<file path="src/hdl/rmts_pkg.sv">
// ----------------------------------------------------------------------------
// rmts_pkg - shared types and constants of the rate monotonic tick scheduler
// Slot count, register map, owner codes and the run record format.
// ----------------------------------------------------------------------------
package rmts_pkg;

  localparam int SLOTS         = 4;
  localparam int MAX_TASKS_DEF = 4;
  localparam int WORD_W        = 16;
  localparam int LEN_W         = 24;
  localparam int OWNER_W       = 3;
  localparam int CFG_IDX_W     = 3;

  // register map
  localparam logic [CFG_IDX_W-1:0] REG_BUDGET_0 = 3'd0;
  localparam logic [CFG_IDX_W-1:0] REG_PERIOD_0 = 3'd4;

  // owner codes: 0..3 are slots
  localparam logic [OWNER_W-1:0] IDLE_OWNER = 3'd4;

  localparam logic [LEN_W-1:0] LEN_MAX = 24'hFFFFFF;

  // output queue
  localparam int OUTQ_DEPTH = 4;
  localparam int OUTQ_PTR_W = 2;
  localparam int OUTQ_CNT_W = 3;

  typedef logic [WORD_W-1:0] word_t;

  typedef struct packed {
    logic [1:0]       slot;
    logic             idle;
    logic [LEN_W-1:0] length;
    logic             last_rec;
  } record_t;

  typedef struct packed {
    logic wr0;
    logic wr1;
  } push_t;

endpackage

</file>
<file path="src/hdl/rmts_core.sv">
// ----------------------------------------------------------------------------
// rmts_core - per-tick scheduling step
// Holds budgets, phases and the open run; produces up to two run records.
// ----------------------------------------------------------------------------
module rmts_core #(
  parameter int MAX_TASKS = rmts_pkg::MAX_TASKS_DEF
) (
  input  logic              clk,
  input  logic              rst_n,
  input  logic              step,
  input  logic              last_tick,
  input  rmts_pkg::word_t   budget [rmts_pkg::SLOTS],
  input  rmts_pkg::word_t   period [rmts_pkg::SLOTS],
  output rmts_pkg::record_t rec0,
  output rmts_pkg::record_t rec1,
  output rmts_pkg::push_t   push
);

  rmts_pkg::word_t rem_r   [MAX_TASKS];
  rmts_pkg::word_t rem_nxt [MAX_TASKS];
  rmts_pkg::word_t rem_adv [MAX_TASKS];
  rmts_pkg::word_t phase_r   [MAX_TASKS];
  rmts_pkg::word_t phase_nxt [MAX_TASKS];
  logic [rmts_pkg::WORD_W:0] ph_inc [MAX_TASKS];

  logic [rmts_pkg::OWNER_W-1:0] owner_r, owner_nxt, owner;
  logic [rmts_pkg::LEN_W-1:0]   count_r, count_nxt;

  logic            fresh;
  logic            found;
  logic [1:0]      best;
  rmts_pkg::word_t best_per;
  logic            chg;
  rmts_pkg::record_t rec_chg, rec_flush;

  assign fresh = (count_r == '0);

  // advance phases and reload budgets at period boundaries
  always_comb begin
    for (int i = 0; i < MAX_TASKS; i++) begin
      ph_inc[i] = {1'b0, phase_r[i]} + 17'd1;
      if (fresh) begin
        rem_adv[i]   = budget[i];
        phase_nxt[i] = '0;
      end else if (period[i] == '0) begin
        rem_adv[i]   = rem_r[i];
        phase_nxt[i] = '0;
      end else if (ph_inc[i] >= {1'b0, period[i]}) begin
        rem_adv[i]   = budget[i];
        phase_nxt[i] = '0;
      end else begin
        rem_adv[i]   = rem_r[i];
        phase_nxt[i] = ph_inc[i][rmts_pkg::WORD_W-1:0];
      end
    end
  end

  // shortest period with budget left wins, lower slot on a tie
  always_comb begin
    found    = 1'b0;
    best     = '0;
    best_per = '0;
    for (int i = 0; i < MAX_TASKS; i++) begin
      if (period[i] != '0 && rem_adv[i] != '0 && (!found || period[i] < best_per)) begin
        found    = 1'b1;
        best     = 2'(i);
        best_per = period[i];
      end
    end
    owner = found ? {1'b0, best} : rmts_pkg::IDLE_OWNER;
    for (int i = 0; i < MAX_TASKS; i++) begin
      if (found && best == 2'(i)) begin
        rem_nxt[i] = rem_adv[i] - 16'd1;
      end else begin
        rem_nxt[i] = rem_adv[i];
      end
    end
  end

  // run merging and record build
  always_comb begin
    chg       = 1'b0;
    owner_nxt = owner;
    count_nxt = 24'd1;
    if (!fresh) begin
      if (owner_r == owner) begin
        count_nxt = (count_r < rmts_pkg::LEN_MAX) ? count_r + 24'd1 : count_r;
      end else begin
        chg = 1'b1;
      end
    end

    rec_chg.slot     = (owner_r == rmts_pkg::IDLE_OWNER) ? 2'd0 : owner_r[1:0];
    rec_chg.idle     = (owner_r == rmts_pkg::IDLE_OWNER);
    rec_chg.length   = count_r;
    rec_chg.last_rec = !last_tick;

    rec_flush.slot     = (owner_nxt == rmts_pkg::IDLE_OWNER) ? 2'd0 : owner_nxt[1:0];
    rec_flush.idle     = (owner_nxt == rmts_pkg::IDLE_OWNER);
    rec_flush.length   = count_nxt;
    rec_flush.last_rec = 1'b1;
  end

  assign rec0     = chg ? rec_chg : rec_flush;
  assign rec1     = rec_flush;
  assign push.wr0 = step && (chg || last_tick);
  assign push.wr1 = step && chg && last_tick;

  always_ff @(posedge clk) begin
    if (!rst_n) begin
      owner_r <= '0;
      count_r <= '0;
      for (int i = 0; i < MAX_TASKS; i++) begin
        rem_r[i]   <= '0;
        phase_r[i] <= '0;
      end
    end else if (step) begin
      for (int i = 0; i < MAX_TASKS; i++) begin
        rem_r[i]   <= rem_nxt[i];
        phase_r[i] <= phase_nxt[i];
      end
      // the tick after a flush reloads everything, so clearing the run is enough
      if (last_tick) begin
        owner_r <= '0;
        count_r <= '0;
      end else begin
        owner_r <= owner_nxt;
        count_r <= count_nxt;
      end
    end
  end

endmodule

</file>
<file path="src/hdl/rmts_outq.sv">
// ----------------------------------------------------------------------------
// rmts_outq - run record queue
// Small register queue taking up to two records a cycle, giving one.
// ----------------------------------------------------------------------------
module rmts_outq (
  input  logic              clk,
  input  logic              rst_n,
  input  rmts_pkg::record_t rec0,
  input  rmts_pkg::record_t rec1,
  input  rmts_pkg::push_t   push,
  output logic              room,
  output logic              head_valid,
  input  logic              head_ready,
  output rmts_pkg::record_t head
);

  rmts_pkg::record_t mem [rmts_pkg::OUTQ_DEPTH];

  logic [rmts_pkg::OUTQ_PTR_W-1:0] wr_ptr_r, wr_ptr_nxt, rd_ptr_r, rd_ptr_nxt;
  logic [rmts_pkg::OUTQ_CNT_W-1:0] count_r, count_nxt;
  logic pop;

  assign pop        = head_valid && head_ready;
  assign head_valid = (count_r != '0);
  assign head       = mem[rd_ptr_r];
  // room for a two-record tick
  assign room       = (count_r <= 3'(rmts_pkg::OUTQ_DEPTH - 2));

  assign wr_ptr_nxt = wr_ptr_r + {1'b0, push.wr0} + {1'b0, push.wr1};
  assign rd_ptr_nxt = rd_ptr_r + {1'b0, pop};
  assign count_nxt  = count_r + {2'b0, push.wr0} + {2'b0, push.wr1} - {2'b0, pop};

  always_ff @(posedge clk) begin
    if (push.wr0) begin
      mem[wr_ptr_r] <= rec0;
    end
    if (push.wr1) begin
      mem[wr_ptr_r + 2'd1] <= rec1;
    end
  end

  always_ff @(posedge clk) begin
    if (!rst_n) begin
      wr_ptr_r <= '0;
      rd_ptr_r <= '0;
      count_r  <= '0;
    end else begin
      wr_ptr_r <= wr_ptr_nxt;
      rd_ptr_r <= rd_ptr_nxt;
      count_r  <= count_nxt;
    end
  end

endmodule

</file>
<file path="src/hdl/rate_monotonic_tick_scheduler.sv">
// ----------------------------------------------------------------------------
// rate_monotonic_tick_scheduler - fixed-priority tick scheduler
// Steps four rate monotonic task slots one tick per input transfer and
// reports merged runs of ticks as (slot or idle, length) records.
// ----------------------------------------------------------------------------
// Usage:
//   cfg_*  : one write transfer per register; index 0..3 budget of slots
//            0..3, index 4..7 their periods. A period of zero disables a slot.
//            Write only while the block is idle. cfg_ready is always high.
//   in_*   : one transfer is one scheduling tick; in_last_tick ends the
//            hyperperiod, flushing the open run and restarting the schedule.
//   out_*  : run records; a tick yields zero, one or two of them, the final
//            one of a tick carrying out_final_of_tick.
//   Queueing: a tick's records are registered in the queue on its transfer.
//   Throughput: one tick per cycle unless stalled; the queue absorbs the
//            odd two-record tick; in_ready depends only on its fill level.
//   Reset: budgets, periods, run state and queue clear; no run is open.
//   Stall: while out_ready is low the queue holds its records and in_ready
//            drops once fewer than two free entries remain.
// ----------------------------------------------------------------------------
module rate_monotonic_tick_scheduler #(
  parameter int MAX_TASKS = rmts_pkg::MAX_TASKS_DEF
) (
  input  logic                             clk,
  input  logic                             rst_n,
  // tick input
  input  logic                             in_valid,
  output logic                             in_ready,
  input  logic                             in_last_tick,
  // run records
  output logic                             out_valid,
  input  logic                             out_ready,
  output logic [1:0]                       out_run_task,
  output logic                             out_run_idle,
  output logic [rmts_pkg::LEN_W-1:0]       out_run_length,
  output logic                             out_final_of_tick,
  // configuration writes
  input  logic                             cfg_valid,
  output logic                             cfg_ready,
  input  logic [rmts_pkg::CFG_IDX_W-1:0]   cfg_index,
  input  logic [rmts_pkg::WORD_W-1:0]      cfg_data
);

  rmts_pkg::word_t   budget_r [rmts_pkg::SLOTS];
  rmts_pkg::word_t   period_r [rmts_pkg::SLOTS];
  rmts_pkg::record_t rec0, rec1, head;
  rmts_pkg::push_t   push;
  logic              room;
  logic              step;
  logic              cfg_wr;

  assign cfg_ready = 1'b1;
  assign cfg_wr    = cfg_valid && cfg_ready;
  assign in_ready  = room;
  assign step      = in_valid && in_ready;

  // register file: every index in the 3-bit space maps to a register
  always_ff @(posedge clk) begin
    if (!rst_n) begin
      for (int i = 0; i < rmts_pkg::SLOTS; i++) begin
        budget_r[i] <= '0;
        period_r[i] <= '0;
      end
    end else if (cfg_wr) begin
      if (cfg_index < rmts_pkg::REG_PERIOD_0) begin
        budget_r[cfg_index[1:0]] <= cfg_data;
      end else begin
        period_r[cfg_index[1:0]] <= cfg_data;
      end
    end
  end

  // scheduling step: budgets, phases, open run
  rmts_core #(
    .MAX_TASKS(MAX_TASKS)
  ) u_core (
    .clk       (clk),
    .rst_n     (rst_n),
    .step      (step),
    .last_tick (in_last_tick),
    .budget    (budget_r),
    .period    (period_r),
    .rec0      (rec0),
    .rec1      (rec1),
    .push      (push)
  );

  // record queue decouples the tick side from the receiver
  rmts_outq u_outq (
    .clk        (clk),
    .rst_n      (rst_n),
    .rec0       (rec0),
    .rec1       (rec1),
    .push       (push),
    .room       (room),
    .head_valid (out_valid),
    .head_ready (out_ready),
    .head       (head)
  );

  assign out_run_task      = head.slot;
  assign out_run_idle      = head.idle;
  assign out_run_length    = head.length;
  assign out_final_of_tick = head.last_rec;

endmodule

</file>
<file path="config.mk">
export PLATFORM = sky130hd
export DESIGN_NAME = rate_monotonic_tick_scheduler
export DESIGN_NICKNAME = d
export VERILOG_FILES = /design/src/hdl/rmts_pkg.sv /design/src/hdl/rmts_core.sv /design/src/hdl/rmts_outq.sv /design/src/hdl/rate_monotonic_tick_scheduler.sv
export SDC_FILE = /design/constraint.sdc
export NUM_CORES = 1
export LEC_CHECK = 0
export ABC_CLOCK_PERIOD_IN_PS = 20800
export BUFFER_PORTS_ARGS = -buffer_cell sky130_fd_sc_hd__buf_2
export CAP_MARGIN = 20
export CORE_ASPECT_RATIO = 0.5
export CORE_MARGIN = 2
export CORE_UTILIZATION = 51
export CTS_BUF_LIST = sky130_fd_sc_hd__clkbuf_8
export CTS_CLUSTER_DIAMETER = 150
export DETAILED_ROUTE_END_ITERATION = 10
export GPL_ROUTABILITY_DRIVEN = 0
export PLACE_DENSITY = 0.75
export SLEW_MARGIN = 25
export SYNTH_ARGS = -nofsm -noshare
export SYNTH_HDL_FRONTEND = slang
export SYNTH_HIERARCHICAL = 1
export SYNTH_SLANG_ARGS = --single-unit
</file>
<file path="constraint.sdc">
create_clock -name clk -period 20.8 [get_ports clk]
set_clock_uncertainty 0.15 [all_clocks]
set_input_delay 4.16 -clock clk [delete_from_list [all_inputs] [get_ports clk]]
set_output_delay 4.16 -clock clk [all_outputs]
set_load 0.02 [all_outputs]
</file>
==> flow_summary.toml <==
[timing]
final_max_slew_viol_count = 0
fin_crit_ns = 17.03
fmaxAchievable_mhz = 58.73
setup_repair_after_global_routing_missed_its_margin = "false"
setup_total_negative_slack_ns = 0
timing_hold_violations_final = 0
postLayoutSetupSlackWorst_ns = 3.773
post-route-period-util_pct = 81.86
finalSetupViolations = 0
timing.max_slew.rel_slack_pct = 32.14
worstMarginPinSlew_ns = 0.9922

[detailed_routing]
routedWlPerCell_um = 19.80
detailroute.via_count = 18438
drc_errors = 0
antenna_violating_nets_post_route = 0
via_density_per_instance = 5.952
drt_iter0_drc = 1598
drt_first_pass_iters = 6
postRouteWirelength_mm = 61.35

[grt]
globalRouteOverflowTotal = 0
number_of_antenna_violations_at_the_first_check_in_global_routing = 0
grt_usage_pct = 24.15
grt_start_max_net_pins = 96
grt_first_pass_wirelength_mm = 97.67
first_global_vias = 17861

[run]
cap_viol_max_count = 0

[place]
place_worst_setup_slack_ns = 4.258
place_hpwl_mm = 41.99
port_buffers = 54

[setup_path]
critPathRequiredTime_ns = 20.97
critPathArrivalTime_ns = 17.20
r2r_cells = 55
crit_path_frequent_cell = "a21o_1"
cp_max_fo = 36
timing.critical_path.from_type = "flip-flop"
stage_delay_of_the_slowest_cell_on_the_critical_path_ns = 0.86
worstReg2RegStart = "u_core/phase_r[0][3]"
critical_path_class = "reg -> reg"
reg2reg_slack_ns = 3.77
reg2reg_to = "u_outq/mem[0][13]"
crit_slowest_cell = "a2111oi_0"
crit_end_element = "flip-flop"

[synthesis]
synth_nets = 2524
yosys.cell_types.count = 91
average_size_of_a_mapped_cell_um2 = 10.40
ys_seq_elements = 402
netlist_area_um2 = 24650
count_leader_synth = "nand2_1"
share_of_synthesized_registers_carrying_an_async_set_or_reset_pct = 0
synth_enable_flop_cells = 240
yosys-top-cells-area = "edfxtp_1 (29%), dfxtp_1 (13%), mux2i_1 (7.2%)"
synth_top_area_cell = "edfxtp_1"
synth_seq_area_share_pct = 42.40
yosys-top-cells-count = "nand2_1 (252), edfxtp_1 (240), mux2i_1 (177), nor2_1 (177), dfxtp_1 (162)"
synth-warning-count = 6
synthCells = 2371
synth.top_cell.area_share_pct = 29.24
synth_ff_type = "edfxtp_1"

[finish]
design.final.nets = 2560
area.sequential_um2 = 10450
area_growth_pct = 8.807
drive_above_1_share_pct = 14.51
filler_cell_count = 3993
multi_input_area_um2 = 13340
antenna_cells = 0

[power]
ir_drop_v = 0.00006014
total_switching_power_uw = 869.0
power_frac_seq_pct = 40.7
leakagePower_nw = 10.92
p_clk_share_pct = 28.9
pwr_density_cell_nw_per_um2 = 93.23
cellInternalPower_mw = 1.631
power.share.switching_pct = 34.76
comb_power_share_pct = 30.4

[cts]
cts.clk_slew.worst_paths_ns = 0.07
clk_root_buffer_cell = "clkbuf_8"
htree_num_levels = 2
cts.sink_count = 402
cts_tree = "yes"
tritoncts.num_buffers = 61
cts.path.max_buffers = 3
post-cts-setup-buffer-count = 0
insertion_delay_ns = 0.66
cts.repair.resized = 0
cts_hold_repair.buffers = 0

[floorplanning]
design.die.area_um2 = 50210
floorplan.core_area_um2 = 47300
core.rowCount = 56
chipWidth_um = 314.9
die-height_um = 159.5
initial_utilization_pct = 52.12
boundaryPins = 56

[min_path]
hold-path-cell-count = 2
hp-class = "reg -> reg"
hold_end = "budget_r[17]"
holdCritStartpoint = "budget_r[17]"

[outcome]
outcome = "complete, no violations"
==> routing by layer <==
metal / global-route usage [%] / share of wire (%) / up-vias
li1: - / - / 8733
met1: 33.02 / 45 / 8970
met2: 39.32 / 46 / 626
met3: 4.272 / 6.9 / 109
met4: 6.883 / 2.5 / 0
met5: 0 / 0 / -
==> power by group through the flow <==
stage	clock (mW)	combinational, mW	sequential, mW
6_report	0.723	0.760	1.02
5_1_grt	0.770	0.829	1.03
4_1_cts	0.736	0.756	1.02
3_5_place_dp	0	0.751	1.03
3_3_place_gp	0	0.734	1.03
2_1_floorplan	0	0.564	1.01
==> flip-flops by register name, summed over array words and instances (netlist names) <==
name             cells
period_r            64
u_core/owner_r       3
u_outq/mem         112
u_core/phase_r      64
budget_r            64
u_outq/rd_ptr_r      2
u_outq/count_r       3
u_core/rem_r        64
u_outq/wr_ptr_r      2
u_core/count_r      24
==> worst max-delay path by stage <==
stage	start	end	slack, ns	cells after the start
4_1_cts	u_core/phase_r[0][3]	u_outq/mem[0][13]	4.18	55
2_1_floorplan	u_core/phase_r[0][2]	u_outq/mem[0][0]	5.72	60
5_1_grt	u_core/phase_r[0][3]	u_outq/mem[0][13]	2.94	55
3_5_place_dp	u_core/phase_r[0][2]	u_outq/mem[0][26]	4.26	55
6_report	u_core/phase_r[0][3]	u_outq/mem[0][13]	3.77	55
3_3_place_gp	u_core/phase_r[0][2]	u_outq/mem[0][2]	5.01	58
==> worst max-delay path: cells and delay by family (launching register included) <==
kind            cells  cell delay (ns)
xor+xnor            1             0.19
compound gates     26             7.80
simple gates       16             4.15
flops               1             0.43
fa+ha+maj           5             1.32
buf+inv             5             1.66
mux                 2             0.85
==> layout make-up <==
type                       count  share of cell area, %
inverter                      97                  1.367
clock buffer                  75                  3.849
clock inverter                41                  1.185
timing repair buffer          85                  1.913
sequential                   402                  38.97
tap                          638                  2.976
multi-input combinational   1760                  49.74
==> kinds of logic (layout without fill, tap and decap cells) <==
group                    Yosys count  after routing  share of synthesized area (%)
AO/OA/AOI/OAI                    281            281                          7.812
XOR/XNOR                         154            154                          5.472
adder cells (fa/ha/maj)          128            128                          6.589
buffers and inverters            209            298                          3.832
flip-flops                       402            402                          42.40
multiplexers                     342            342                          16.28
other                              2              2                        0.03047
AND/OR/NAND/NOR                  853            853                          17.59
==> stage by stage <==
| step | instance area [um^2] | std cells | hold slack, ns | power, mW | util [%] |
|---|---|---|---|---|---|
| 2_1_floorplan | 24650 | 2371 | 0.2822 | 1.578 | - |
| 3_3_place_gp | 25450 | 2981 | 0.2948 | 1.762 | 53.81 |
| 3_5_place_dp | 25450 | 2981 | 0.3039 | 1.783 | 53.81 |
| 4_1_cts | 26800 | 3097 | 0.3134 | 2.508 | 56.66 |
| 5_1_grt | 26820 | 3098 | 0.3459 | 2.625 | 56.71 |
| 6_report | 26820 | 3098 | 0.3144 | 2.500 | 56.71 |
==> cells in the final DEF, fill, tap and decap left out, types with 37 or more instances in the layout <==
master | netlist | final
mux2_1 | 40 | 40
nor2_1 | 177 | 176
a21o_1 | 37 | 37
nand4_1 | 42 | 42
mux2_2 | 79 | 79
nand2_1 | 252 | 251
clkbuf_8 | 0 | 75
a21oi_1 | 71 | 68
xnor2_1 | 77 | 77
mux2i_1 | 177 | 177
nor2b_1 | 61 | 60
dfxtp_1 | 162 | 161
nand3_1 | 52 | 51
buf_2 | 28 | 53
inv_1 | 96 | 108
ha_1 | 125 | 125
edfxtp_1 | 240 | 240
nor3_1 | 53 | 52
nor4_1 | 46 | 46
xor2_1 | 77 | 77
Power figures use the tool's default switching activity.
